===== config.mk =====
export PLATFORM = sky130hd
export DESIGN_NAME = led_scene_position_stepper_flat
export DESIGN_NICKNAME = d
export VERILOG_FILES = /design/src/rtl/lss_pkg.sv /design/src/rtl/lss_in_if.sv /design/src/rtl/lss_out_if.sv /design/src/rtl/led_scene_position_stepper.sv /design/src/flat_wrapper.sv
export SDC_FILE = /design/constraint.sdc
export NUM_CORES = 1
export LEC_CHECK = 0
export BUFFER_PORTS_ARGS = -buffer_cell sky130_fd_sc_hd__buf_2
export CORE_MARGIN = 4
export CORE_UTILIZATION = 51
export DETAILED_ROUTE_END_ITERATION = 16
export HOLD_SLACK_MARGIN = 0.03
export PLACE_DENSITY = 0.71
export SLEW_MARGIN = 10
export SYNTH_ARGS = -nofsm -noshare
export SYNTH_HDL_FRONTEND = slang
export SYNTH_SLANG_ARGS = --single-unit

===== constraint.sdc =====
create_clock -name i_clk -period 10.59 [get_ports i_clk]
set_input_delay 0.5295 -clock i_clk [delete_from_list [all_inputs] [get_ports i_clk]]
set_output_delay 0.5295 -clock i_clk [all_outputs]
set_load 0.03 [all_outputs]

===== src/rtl/lss_pkg.sv =====
// Shared types, codes and widths of the LED scene position stepper.
package lss_pkg;

    localparam int GROUPS_DEF  = 8;
    localparam int ELAPSED_W   = 16;
    localparam int POS_OUT_W   = 11;
    localparam int MODE_W      = 2;
    localparam int SPEED_W     = 8;
    localparam int CFG_IDX_W   = 1;
    localparam int CFG_DATA_W  = 8;
    localparam int INTERVAL_W  = 9;
    localparam int DIV_W       = ELAPSED_W + 8;
    localparam int CNT_W       = $clog2(DIV_W);

    localparam logic [CFG_IDX_W-1:0] CFG_SCENE_MODE = 1'd0;
    localparam logic [CFG_IDX_W-1:0] CFG_SPEED      = 1'd1;

    localparam logic [MODE_W-1:0] MODE_STATIC    = 2'd0;
    localparam logic [MODE_W-1:0] MODE_CHASE_LR  = 2'd1;
    localparam logic [MODE_W-1:0] MODE_CHASE_RL  = 2'd2;
    localparam logic [MODE_W-1:0] MODE_PING_PONG = 2'd3;

    localparam logic [INTERVAL_W-1:0] INTERVAL_RESET = 9'd320;

    typedef enum logic [1:0] {
        ST_IDLE,
        ST_DIV,
        ST_APPLY
    } t_state;

endpackage


===== src/rtl/lss_in_if.sv =====
// Input channel carrying the elapsed time of one tick.
interface lss_in_if;
    logic                           valid;
    logic                           ready;
    logic [lss_pkg::ELAPSED_W-1:0]  elapsed_time;

    modport source (output valid, output elapsed_time, input ready);
    modport sink (input valid, input elapsed_time, output ready);
endinterface


===== src/rtl/lss_out_if.sv =====
// Output channel carrying the light position and direction after one tick.
interface lss_out_if;
    logic                           valid;
    logic                           ready;
    logic [lss_pkg::POS_OUT_W-1:0]  position;
    logic                           moving_up;

    modport source (output valid, output position, output moving_up, input ready);
    modport sink (input valid, input position, input moving_up, output ready);
endinterface


===== src/rtl/led_scene_position_stepper.sv =====
// Top level of the LED scene position stepper with its bit-serial step divider.
//
// Each input transaction is one tick of elapsed milliseconds; each tick produces exactly one
// output transaction with the Q8 light position and the ping-pong direction after the tick.
// A moving tick is accepted, then the restoring divider forms round(256 * elapsed / interval)
// one quotient bit per cycle (the step modulo the span is built from the same bits), and then
// the position is updated. A tick with zero elapsed time or in static mode skips the divider.
// The update waits while an unaccepted result holds the output register. A new tick is
// accepted while the previous result still waits in the output register. The interval is
// recomputed when speed is written; writing scene_mode restarts the scene.
module led_scene_position_stepper #(
    parameter int GROUPS = lss_pkg::GROUPS_DEF
) (
    input  logic                            i_clk,
    input  logic                            i_rst_n,
    input  logic                            i_cfg_we,
    input  logic [lss_pkg::CFG_IDX_W-1:0]   i_cfg_idx,
    input  logic [lss_pkg::CFG_DATA_W-1:0]  i_cfg_data,
    lss_in_if.sink                          i_in,
    lss_out_if.source                       o_out
);

    localparam int SPAN    = GROUPS * 256;
    localparam int MAX_POS = (GROUPS - 1) * 256;
    localparam int POS_W   = $clog2(SPAN);
    localparam int DIV_W   = lss_pkg::DIV_W;
    localparam int REM_W   = lss_pkg::INTERVAL_W;
    localparam int IV_W    = lss_pkg::INTERVAL_W;

    // Interval in ms for a speed setting; the division by 255 uses a reciprocal estimate
    // that is at most one low, followed by one correction.
    function automatic logic [IV_W-1:0] interval_of(input logic [lss_pkg::SPEED_W-1:0] s);
        logic [16:0] x;
        logic [16:0] q0;
        logic [16:0] r;
        begin
            x  = 17'(8'd255 - s) * 17'd280;
            q0 = (x + (x >> 8)) >> 8;
            r  = x - q0 * 17'd255;
            if (r >= 17'd255) begin
                q0 = q0 + 17'd1;
            end
            interval_of = IV_W'(q0 + 17'd40);
        end
    endfunction

    lss_pkg::t_state r_state;
    lss_pkg::t_state n_state;

    logic [lss_pkg::MODE_W-1:0]     r_mode;
    logic [IV_W-1:0]                r_interval;
    logic [POS_W-1:0]               r_pos;
    logic                           r_dir;
    logic                           r_skip;
    logic [DIV_W-1:0]               r_work;
    logic [REM_W-1:0]               r_rem;
    logic [POS_W-1:0]               r_smod;
    logic [lss_pkg::CNT_W-1:0]      r_cnt;
    logic                           r_ovalid;
    logic [lss_pkg::POS_OUT_W-1:0]  r_opos;
    logic                           r_odir;

    logic [POS_W-1:0]  n_pos;
    logic              n_dir;
    logic              w_in_ready;
    logic              w_load;
    logic              w_accept;
    logic              w_div_last;
    logic [REM_W:0]    w_trial;
    logic              w_qbit;
    logic [POS_W:0]    w_mod_trial;
    logic              w_step_zero;
    logic [DIV_W-1:0]  w_step;
    logic [POS_W-1:0]  w_smod;
    logic [DIV_W:0]    w_up_sum;
    logic [POS_W:0]    w_fwd;
    logic [POS_W:0]    w_back;

    assign w_accept   = i_in.valid && w_in_ready;
    assign w_div_last = (r_cnt == lss_pkg::CNT_W'(DIV_W - 1));

    always_comb begin
        n_state = r_state;
        case (r_state)
            lss_pkg::ST_IDLE: begin
                if (i_in.valid) begin
                    if ((i_in.elapsed_time == '0) || (r_mode == lss_pkg::MODE_STATIC)) begin
                        n_state = lss_pkg::ST_APPLY;
                    end else begin
                        n_state = lss_pkg::ST_DIV;
                    end
                end
            end
            lss_pkg::ST_DIV: begin
                if (w_div_last) begin
                    n_state = lss_pkg::ST_APPLY;
                end
            end
            lss_pkg::ST_APPLY: begin
                if (!r_ovalid || o_out.ready) begin
                    n_state = lss_pkg::ST_IDLE;
                end
            end
            default: begin
                n_state = lss_pkg::ST_IDLE;
            end
        endcase
    end

    always_comb begin
        w_in_ready = 1'b0;
        w_load     = 1'b0;
        case (r_state)
            lss_pkg::ST_IDLE: begin
                w_in_ready = 1'b1;
            end
            lss_pkg::ST_APPLY: begin
                w_load = !r_ovalid || o_out.ready;
            end
            default: begin
                w_in_ready = 1'b0;
            end
        endcase
    end

    // One restoring division step, plus the running step modulo the span.
    always_comb begin
        w_trial     = {r_rem, r_work[DIV_W-1]};
        w_qbit      = (w_trial >= {1'b0, r_interval});
        w_mod_trial = {r_smod, w_qbit};
        if (w_mod_trial >= (POS_W + 1)'(SPAN)) begin
            w_mod_trial = w_mod_trial - (POS_W + 1)'(SPAN);
        end
    end

    always_comb begin
        w_step_zero = (r_work == '0);
        w_step      = w_step_zero ? DIV_W'(1) : r_work;
        w_smod      = w_step_zero ? POS_W'(1) : r_smod;
        w_up_sum    = {1'b0, w_step} + (DIV_W + 1)'(r_pos);
        w_fwd       = {1'b0, r_pos} + {1'b0, w_smod};
        if (w_fwd >= (POS_W + 1)'(SPAN)) begin
            w_fwd = w_fwd - (POS_W + 1)'(SPAN);
        end
        if (r_pos >= w_smod) begin
            w_back = {1'b0, r_pos} - {1'b0, w_smod};
        end else begin
            w_back = {1'b0, r_pos} + (POS_W + 1)'(SPAN) - {1'b0, w_smod};
        end
        n_pos = r_pos;
        n_dir = r_dir;
        if (!r_skip) begin
            case (r_mode)
                lss_pkg::MODE_CHASE_LR: begin
                    n_pos = POS_W'(w_fwd);
                end
                lss_pkg::MODE_CHASE_RL: begin
                    n_pos = POS_W'(w_back);
                end
                lss_pkg::MODE_PING_PONG: begin
                    if (r_dir) begin
                        if (w_up_sum >= (DIV_W + 1)'(MAX_POS)) begin
                            n_pos = POS_W'(MAX_POS);
                            n_dir = 1'b0;
                        end else begin
                            n_pos = POS_W'(w_up_sum);
                        end
                    end else begin
                        if (DIV_W'(r_pos) <= w_step) begin
                            n_pos = '0;
                            n_dir = 1'b1;
                        end else begin
                            n_pos = r_pos - POS_W'(w_step);
                        end
                    end
                end
                default: begin
                    n_pos = r_pos;
                end
            endcase
        end
    end

    always_ff @(posedge i_clk) begin
        if (!i_rst_n) begin
            r_state    <= lss_pkg::ST_IDLE;
            r_mode     <= lss_pkg::MODE_STATIC;
            r_interval <= lss_pkg::INTERVAL_RESET;
            r_pos      <= '0;
            r_dir      <= 1'b1;
            r_ovalid   <= 1'b0;
        end else begin
            r_state <= n_state;
            if (w_load) begin
                r_pos    <= n_pos;
                r_dir    <= n_dir;
                r_ovalid <= 1'b1;
            end else if (o_out.ready) begin
                r_ovalid <= 1'b0;
            end
            if (i_cfg_we) begin
                case (i_cfg_idx)
                    lss_pkg::CFG_SCENE_MODE: begin
                        r_mode <= i_cfg_data[lss_pkg::MODE_W-1:0];
                        r_pos  <= (i_cfg_data[lss_pkg::MODE_W-1:0] == lss_pkg::MODE_CHASE_RL)
                                  ? POS_W'(MAX_POS) : '0;
                        r_dir  <= 1'b1;
                    end
                    lss_pkg::CFG_SPEED: begin
                        r_interval <= interval_of(i_cfg_data[lss_pkg::SPEED_W-1:0]);
                    end
                    default: begin
                        r_mode <= r_mode;
                    end
                endcase
            end
        end
    end

    always_ff @(posedge i_clk) begin
        if (w_accept) begin
            r_skip <= (i_in.elapsed_time == '0) || (r_mode == lss_pkg::MODE_STATIC);
            r_work <= {i_in.elapsed_time, 8'(r_interval >> 1)};
            r_rem  <= '0;
            r_smod <= '0;
            r_cnt  <= '0;
        end else if (r_state == lss_pkg::ST_DIV) begin
            r_work <= {r_work[DIV_W-2:0], w_qbit};
            r_rem  <= w_qbit ? REM_W'(w_trial - {1'b0, r_interval}) : REM_W'(w_trial);
            r_smod <= POS_W'(w_mod_trial);
            r_cnt  <= r_cnt + lss_pkg::CNT_W'(1);
        end
        if (w_load) begin
            r_opos <= lss_pkg::POS_OUT_W'(n_pos);
            r_odir <= n_dir;
        end
    end

    assign i_in.ready      = w_in_ready;
    assign o_out.valid     = r_ovalid;
    assign o_out.position  = r_opos;
    assign o_out.moving_up = r_odir;

`ifndef SYNTH
    a_pos_in_span: assert property (@(posedge i_clk) disable iff (!i_rst_n)
        r_pos < POS_W'(SPAN - 1) || r_pos == POS_W'(SPAN - 1))
        else $error("position left the span");

    a_turn_at_top: assert property (@(posedge i_clk) disable iff (!i_rst_n)
        $fell(r_dir) |-> r_pos == POS_W'(MAX_POS))
        else $error("ping-pong turned down away from the top end");

    a_result_from_apply: assert property (@(posedge i_clk) disable iff (!i_rst_n)
        $rose(o_out.valid) |-> $past(r_state) == lss_pkg::ST_APPLY)
        else $error("result appeared without a position update");
`endif

endmodule

===== src/flat_wrapper.sv =====
// flat-port wrapper written by rule: the top's interface ports become plain ports
module led_scene_position_stepper_flat 
#(
    parameter int GROUPS = lss_pkg::GROUPS_DEF
)
  (i_clk, i_rst_n, i_cfg_we, i_cfg_idx, i_cfg_data, i_in_valid, i_in_elapsed_time, i_in_ready, o_out_valid, o_out_position, o_out_moving_up, o_out_ready);
  lss_in_if i_in_i ();
  lss_out_if o_out_i ();
  input  logic i_clk;
  input  logic i_rst_n;
  input  logic i_cfg_we;
  input  logic [lss_pkg::CFG_IDX_W-1:0] i_cfg_idx;
  input  logic [lss_pkg::CFG_DATA_W-1:0] i_cfg_data;
  input wire logic [$bits(i_in_i.valid)-1:0] i_in_valid;
  input wire logic [$bits(i_in_i.elapsed_time)-1:0] i_in_elapsed_time;
  output wire logic [$bits(i_in_i.ready)-1:0] i_in_ready;
  output wire logic [$bits(o_out_i.valid)-1:0] o_out_valid;
  output wire logic [$bits(o_out_i.position)-1:0] o_out_position;
  output wire logic [$bits(o_out_i.moving_up)-1:0] o_out_moving_up;
  input wire logic [$bits(o_out_i.ready)-1:0] o_out_ready;
  assign i_in_i.valid = i_in_valid;
  assign i_in_i.elapsed_time = i_in_elapsed_time;
  assign i_in_ready = i_in_i.ready;
  assign o_out_valid = o_out_i.valid;
  assign o_out_position = o_out_i.position;
  assign o_out_moving_up = o_out_i.moving_up;
  assign o_out_i.ready = o_out_ready;
  led_scene_position_stepper #(.GROUPS(GROUPS)) u_core (.i_clk(i_clk), .i_rst_n(i_rst_n), .i_cfg_we(i_cfg_we), .i_cfg_idx(i_cfg_idx), .i_cfg_data(i_cfg_data), .i_in(i_in_i), .o_out(o_out_i));
endmodule

==> results of run 1 <==
flip-flops by register name, summed over array words and instances, names as in the netlist, 2 cells and up:
register / count
u_core.o_out.position: 11
u_core.r_cnt: 5
u_core.r_pos: 11
u_core.r_state: 2
u_core.r_work: 24
u_core.r_rem: 9
u_core.r_smod: 11
u_core.r_interval: 9
u_core.r_mode: 2
worst reg2reg max path, stage by stage (launching register included):
cell	delay, ns
sky130_fd_sc_hd__edfxtp_1	0.50
sky130_fd_sc_hd__or4_1	0.53
sky130_fd_sc_hd__nor4_1	0.19
sky130_fd_sc_hd__nand3_1	0.20
sky130_fd_sc_hd__nand4b_1	0.65
sky130_fd_sc_hd__nand2b_1	0.45
sky130_fd_sc_hd__ha_1	0.25
sky130_fd_sc_hd__fa_1	0.23
sky130_fd_sc_hd__nand2b_1	0.07
sky130_fd_sc_hd__a21oi_1	0.18
sky130_fd_sc_hd__o21bai_1	0.10
sky130_fd_sc_hd__a21oi_1	0.21
sky130_fd_sc_hd__o21ai_0	0.13
sky130_fd_sc_hd__a21oi_1	0.27
sky130_fd_sc_hd__o21ai_0	0.21
sky130_fd_sc_hd__a21oi_1	0.33
sky130_fd_sc_hd__nor3b_1	0.24
sky130_fd_sc_hd__o21ai_0	0.11
sky130_fd_sc_hd__nor4b_1	0.38
sky130_fd_sc_hd__nand4_1	0.63
sky130_fd_sc_hd__o211ai_1	0.46
sky130_fd_sc_hd__a21oi_1	0.18
sky130_fd_sc_hd__o32a_1	0.37
metrics by stage:
| step | hold WS (ns) | cells |
|---|---|---|
| 6_report | 0.436 | 1651 |
| 5_1_grt | 0.443 | 1651 |
| 4_1_cts | 0.443 | 1639 |
| 3_5_place_dp | 0.450 | 1623 |
| 3_3_place_gp | 0.451 | 1623 |
| 2_1_floorplan | 0.436 | 1306 |
timing repair:
action / in CTS / in global routing
endpoints found under the setup margin: 0 / 4
setup buffers: 0 / 12
resized for setup: 0 / 67
logic make-up (layout without fill, tap and decap cells):
kind of cell | after synthesis | in the layout | synth area share
AO/OA/AOI/OAI | 333 | 333 | 0.209
XOR/XNOR | 75 | 75 | 0.0654
multiplexers | 10 | 10 | 0.0101
flip-flops | 88 | 88 | 0.203
buffers and inverters | 229 | 304 | 0.0835
adder cells (fa/ha/maj) | 178 | 178 | 0.246
AND/OR/NAND/NOR | 393 | 393 | 0.182
layer usage:
layer  global-route usage  wire length [um]  share of wire  up-vias
met5                    0                 0              0        -
met4               0.0907               843          0.031        0
met3               0.0212              1140          0.042       62
met2                0.423             13600           0.50      279
met1                0.302             11800           0.43     4408
li1                     -                 -              -     4669
synthesized netlist by cell type, types with 15 or more instances:
| cell | n | area [um^2] |
|---|---|---|
| sky130_fd_sc_hd__dfxtp_1 | 51 | 1020 |
| sky130_fd_sc_hd__xor2_1 | 18 | 158 |
| sky130_fd_sc_hd__edfxtp_1 | 37 | 1110 |
| sky130_fd_sc_hd__nand2_1 | 141 | 529 |
| sky130_fd_sc_hd__nor4_1 | 19 | 119 |
| sky130_fd_sc_hd__nor2_1 | 90 | 338 |
| sky130_fd_sc_hd__a21o_1 | 33 | 248 |
| sky130_fd_sc_hd__nor3_1 | 17 | 85.1 |
| sky130_fd_sc_hd__a31oi_1 | 15 | 93.8 |
| sky130_fd_sc_hd__nand2b_1 | 19 | 119 |
| sky130_fd_sc_hd__o21ai_0 | 76 | 380 |
| sky130_fd_sc_hd__inv_1 | 168 | 631 |
| sky130_fd_sc_hd__ha_1 | 131 | 1640 |
| sky130_fd_sc_hd__fa_1 | 47 | 941 |
| sky130_fd_sc_hd__nand3_1 | 22 | 110 |
| sky130_fd_sc_hd__xnor2_1 | 54 | 473 |
| sky130_fd_sc_hd__clkbuf_1 | 52 | 195 |
| sky130_fd_sc_hd__a21oi_1 | 85 | 425 |
path summary, 6_finish.rpt:
path / end / slack [ns] / cells after the start
setup / recovery: u_core.r_interval[7] / 0.37 / 45
hold / removal: u_core.r_interval[5] / 0.44 / 2
hold reg to reg: u_core.r_smod[10] / 0.46 / 2
setup reg to reg: u_core.o_out.position[10] / 3.47 / 22
placed cells by master, fill, tap and decap left out, types with 5 or more instances in the layout:
cell,Yosys,final
sky130_fd_sc_hd__inv_1,168,154
sky130_fd_sc_hd__o22ai_1,8,8
sky130_fd_sc_hd__o21bai_1,14,13
sky130_fd_sc_hd__a21o_1,33,33
sky130_fd_sc_hd__ha_4,0,13
sky130_fd_sc_hd__o21a_1,9,9
sky130_fd_sc_hd__xor2_1,18,18
sky130_fd_sc_hd__buf_6,2,5
sky130_fd_sc_hd__buf_2,1,42
sky130_fd_sc_hd__o31ai_1,10,10
sky130_fd_sc_hd__o221ai_1,13,13
sky130_fd_sc_hd__or2_2,6,6
sky130_fd_sc_hd__dfxtp_1,51,51
sky130_fd_sc_hd__nand4_1,11,11
sky130_fd_sc_hd__nor3_1,17,16
sky130_fd_sc_hd__inv_2,3,14
sky130_fd_sc_hd__fa_1,47,44
sky130_fd_sc_hd__a211oi_1,8,6
sky130_fd_sc_hd__nand2_1,141,137
sky130_fd_sc_hd__ha_1,131,116
sky130_fd_sc_hd__or3_1,6,6
sky130_fd_sc_hd__a21oi_1,85,79
sky130_fd_sc_hd__nor2_1,90,89
sky130_fd_sc_hd__and2_1,10,9
sky130_fd_sc_hd__a31oi_1,15,15
sky130_fd_sc_hd__and3_1,14,12
sky130_fd_sc_hd__o211ai_1,10,10
sky130_fd_sc_hd__clkbuf_16,0,9
sky130_fd_sc_hd__o21ai_0,76,72
sky130_fd_sc_hd__nand3_1,22,22
sky130_fd_sc_hd__nand2b_1,19,19
sky130_fd_sc_hd__nor2b_1,12,10
sky130_fd_sc_hd__edfxtp_1,37,37
sky130_fd_sc_hd__mux2i_1,8,8
sky130_fd_sc_hd__buf_4,0,68
sky130_fd_sc_hd__nor4_1,19,18
sky130_fd_sc_hd__xnor2_1,54,44
sky130_fd_sc_hd__xnor2_2,2,9
layout make-up:
class                           count  area (um^2)  area share
Inverter                          173          657      0.0540
Tap cell                          270          338      0.0278
Sequential cell                    88         2130       0.175
Clock buffer                       11          233      0.0191
Timing Repair Buffer              115          777      0.0639
Multi-Input combinational cell    989         7940       0.653
Clock inverter                      5         81.3     0.00669
==> implementation parameters, run 1 <==
Parameter                              Value

Clocking
  Count of H-tree levels built during CTS    3
  TritonCTS clock tree    built
  Worst-Skew Late Latency    about 0.35 ns
  CTS clk-pin slew, worst paths    around 0.060 ns
  Max clock buf depth    2
  Number of buffers inserted during clock tree synthesis    9
  Count of hold-fix buffers inserted at cts    0
  Number of sinks handled by clock tree synthesis    88
  CTS Root Cell    sky130_fd_sc_hd__clkbuf_16

Timing
  Endpoints failing setup    0
  Transition time of the tightest slew-check pin    1.08 ns
  Count of final max-slew check failures    0
  Final Skew    0.00523 ns
  Worst setup margin    between 0.3 and 0.4 ns
  Accumulated negative setup slack    0 ns
  Fraction of the cycle the final worst path needs    0.965
  Timing-limited maximum frequency    97.8 MHz
  Time the final worst path needs with I/O delays and setup    a little over 10 ns
  Worst slew margin    0.277
  Final-report hold violation count    0

Logic synthesis
  Synthesis warning total    0
  FF+latch count, synth    roughly 90
  Mean instance size in the synthesized netlist    around 8.0 um^2
  Number of enable-type register cells in the synthesized netlist    37
  Proportion of synthesized chip area in sequential cells    0.203
  Summed instance area of the synthesized netlist    ~10000 um^2
  Post-Syn Instances    between 1000 and 1500
  FFs w/ async S/R, synth    0
  Ys flop type    sky130_fd_sc_hd__dfxtp_1
  Synthesized netlist net count    between 1500 and 2000
  Post-synthesis cell type count    88

Worst setup path
  Worst R2R Start    u_core.r_work[17]
  Data required time at the worst endpoint    ~11 ns
  Critical-path maximum fanout    4
  Beginning of the critical path    i_cfg_data[2]
  Slowest cell on the critical path    sky130_fd_sc_hd__fa_1
  Startpoint kind of the worst setup timing path    input port
  Type of element capturing the critical path    register
  CP most frequent cell    sky130_fd_sc_hd__ha_1
  Cell family with most CP delay    adder cells
  CP max stage delay    ~0.54 ns
  Arr. time, crit path    10.47 ns
  Critical path buffer and inverter count    6
  Type of the setup path with the least slack    input port to register

Global route
  Overall fraction of global-route tracks in use    0.239
  Residual overflow from global routing    0
  Number of antenna violations at the first check in global routing    0
  Maximum number of pins on one net before global-route repair    between 40 and 50
  Wire length of the first global-routing pass    about 44000 um
  Vias in the first global route    between 9000 and 10000

Final layout
  Post-route cell area    roughly 12000 um^2
  Number of antenna cells inserted    0
  Share of post-route cells with drive strength above 1    0.164
  Area growth, synth to finish    16.0%
  # nets final    ~1600
  Filler instances    1808
  Fin util    0.601

Min path
  Hold path start    i_rst_n
  Worst hold path class    input port to register

Status
  Outcome    finished, final reports clean

Die
  Die Span Y    between 150 and 200 um
  Starting density of the core    0.518
  Core area    ~20000 um^2
  Placement Rows    52
  Die area    22900 um^2
  I/O pin total    44
  Die Wd    roughly 150 um

Placed design
  Post-detailed-placement half-perimeter wirelength    around 22000 um
  Count of port buffers added during placement    43
  Pre-CTS worst setup slack    -0.182 ns
  Final GP Congestion    around 0.90
  Cell area after placement    about 11000 um^2

Routing
  Routed length per placed instance    around 17 um
  Number of DRC markers in iteration 0    about 620
  Detailed-routing iteration count for the pre-antenna-repair pass    5
  Number of routed nets with antenna violations    0
  Drt total wl    about 27000 um
  Post-route DRC    0
  Via-to-Cell Ratio    5.70
  Vias after detailed routing    9418

Flow run
  Max Cap Violations    0
Power of run 1 is not shown: default switching activity piles up to over one toggle a cycle in this logic, so the estimate is an artifact.
==> run 2: changes to the inputs <==
ABC_AREA = 1   (was unset)
==> implementation parameters, run 2 <==
Parameter                              Value

Global route
  Vias in the first global route    just over 9000
  Residual overflow from global routing    0
  Overall fraction of global-route tracks in use    0.223
  Number of antenna violations at the first check in global routing    0
  Maximum number of pins on one net before global-route repair    slightly below 50
  Wire length of the first global-routing pass    44000 um

Worst setup path
  Arr. time, crit path    around 9.5 ns
  Worst R2R Start    u_core.r_work[23]
  Startpoint kind of the worst setup timing path    input port
  CP max stage delay    0.55 ns
  End of the worst register-to-register path    u_core.r_pos[10]
  Worst setup path endpoint    u_core.r_interval[7]
  R2r worst-path depth    26
  Critical-path maximum fanout    13
  Data required time at the worst endpoint    roughly 11 ns
  Slowest cell on the critical path    sky130_fd_sc_hd__fa_1
  Beginning of the critical path    i_cfg_data[7]
  Internal reg-to-reg setup slack    5.17 ns
  Type of element capturing the critical path    register
  Type of the setup path with the least slack    input port to register
  CP most frequent cell    sky130_fd_sc_hd__nand2_1

Clocking
  Count of H-tree levels built during CTS    3
  Number of sinks handled by clock tree synthesis    just under 90
  CTS clk-pin slew, worst paths    roughly 0.060 ns
  Number of buffers inserted during clock tree synthesis    9
  TritonCTS clock tree    built
  Cts repair resizes    0
  CTS Root Cell    sky130_fd_sc_hd__clkbuf_16
  Worst-Skew Late Latency    roughly 0.35 ns
  Post-CTS setup buffer count    0
  Count of hold-fix buffers inserted at cts    0
  Max clock buf depth    2

Status
  Outcome    finished, final reports clean

Placed design
  Post-detailed-placement half-perimeter wirelength    about 22000 um
  Count of port buffers added during placement    43
  Final GP Congestion    ~0.95

Logic synthesis
  Number of enable-type register cells in the synthesized netlist    37
  Mean instance size in the synthesized netlist    ~7.0 um^2
  Post-synthesis cell type count    58
  Post-synth top area share    0.154
  Top area cells in the synthesized netlist    sky130_fd_sc_hd__ha_1 15%, sky130_fd_sc_hd__edfxtp_1 10%, sky130_fd_sc_hd__inv_1 10%
  Summed instance area of the synthesized netlist    10700 um^2
  FF+latch count, synth    between 80 and 90
  FFs w/ async S/R, synth    0
  Cell with the most instances after synthesis    sky130_fd_sc_hd__inv_1
  Synthesis warning total    0
  Ys flop type    sky130_fd_sc_hd__dfxtp_1
  Commonest cells in the synthesized netlist    295 x sky130_fd_sc_hd__inv_1, 291 x sky130_fd_sc_hd__nand2_1, 138 x sky130_fd_sc_hd__nor2_1
  Synthesized netlist net count    1731
  Proportion of synthesized chip area in sequential cells    0.200
  Post-Syn Instances    roughly 1500
  Dominant cell type by area after synthesis    sky130_fd_sc_hd__ha_1

Timing
  Setup repair after global routing missed its margin    false
  Fraction of the cycle the final worst path needs    0.874
  Transition time of the tightest slew-check pin    around 1 ns
  Final-report hold violation count    0
  Final Skew    between 0.007 and 0.008 ns
  Accumulated negative setup slack    0 ns
  Count of final max-slew check failures    0
  Timing-limited maximum frequency    108 MHz
  Endpoints failing setup    0
  Worst slew margin    0.312
  Time the final worst path needs with I/O delays and setup    roughly 9.3 ns

Routing
  Vias after detailed routing    between 9000 and 10000
  Detailed-routing iteration count for the pre-antenna-repair pass    5
  Number of routed nets with antenna violations    0
  Number of DRC markers in iteration 0    approximately 540
  Routed length per placed instance    ~14 um
  Via-to-Cell Ratio    5.29
  Drt total wl    26000 um
  Post-route DRC    0

Die
  Core area    roughly 20000 um^2
  Die Wd    153 um
  Placement Rows    52
  Starting density of the core    0.522
  Die Span Y    roughly 150 um
  I/O pin total    between 40 and 50
  Die area    ~23000 um^2

Min path
  Hold path start    u_core.r_smod[10]
  Worst hold path class    register to register

Final layout
  Number of flip-flops under the largest register name    24
  Area growth, synth to finish    7.37%
  Commonest cells after routing, fill and taps aside    295 x sky130_fd_sc_hd__inv_1, 291 x sky130_fd_sc_hd__nand2_1, 136 x sky130_fd_sc_hd__nor2_1, 131 x sky130_fd_sc_hd__ha_1, 94 x sky130_fd_sc_hd__a21oi_1
  Share of post-route cells with drive strength above 1    0.0776
  # nets final    about 1800
  Number of antenna cells inserted    0
  Most common cell after layout, fill and taps aside    sky130_fd_sc_hd__inv_1
  Most flop-heavy register    u_core.r_work

Flow run
  Max Cap Violations    0
==> run 2: worst min-delay path by stage <==
| stage | endpoint | slack [ns] | cells after the start |
|---|---|---|---|
| finish | u_core.r_smod[10] | 0.47 | 2 |
| CTS | u_core.r_smod[10] | 0.47 | 2 |
| global placement | u_core.r_smod[10] | 0.44 | 2 |
| detailed placement | u_core.r_smod[10] | 0.45 | 2 |
| floorplan | u_core.r_smod[10] | 0.43 | 2 |
| global route | u_core.r_work[15] | 0.49 | 3 |
==> run 2: layout make-up <==
type	count	area, um^2
clock buffers	12	236
clock inverters	4	70.1
fillers	1956	8980
inverters	312	1170
multi-input cells	1096	7250
flip-flops and latches	88	2130
well taps	270	338
repair buffers	48	253
==> run 2: cells by family after synthesis <==
family / count (synthesis) / synth area share
adder cells (fa/ha/maj): 178 / 0.242
AO/OA/AOI/OAI: 255 / 0.139
AND/OR/NAND/NOR: 613 / 0.256
buffers and inverters: 339 / 0.121
flip-flops: 88 / 0.200
XOR/XNOR: 50 / 0.0418
==> run 2: routing by layer <==
layer	global-route usage	routed length, um	part of all wire
met5	0	0	0
met4	0.0641	547	0.021
met3	0.0207	984	0.038
met2	0.402	13100	0.50
met1	0.285	11400	0.44
==> run 2: worst max-delay path: cells and delay by family <==
family | cells | cell delay, ns
compound gates | 6 | 1.20
simple gates | 24 | 2.68
buf+inv | 13 | 0.88
fa+ha+maj | 11 | 4.18
==> run 2: per-stage QoR <==
step / hold slack (ns) / setup WS (ns) / utilization / cells / area [um^2]
3_3_place_gp: 0.444 / 1.23 / 0.545 / 1814 / 11100
2_1_floorplan: 0.429 / 2.16 / - / 1523 / 10700
5_1_grt: 0.492 / 0.450 / 0.560 / 1830 / 11400
6_report: 0.465 / 1.33 / 0.560 / 1830 / 11400
3_5_place_dp: 0.453 / 1.01 / 0.545 / 1814 / 11100
4_1_cts: 0.467 / 1.35 / 0.560 / 1830 / 11400
Power of run 2 is left out for the same reason.
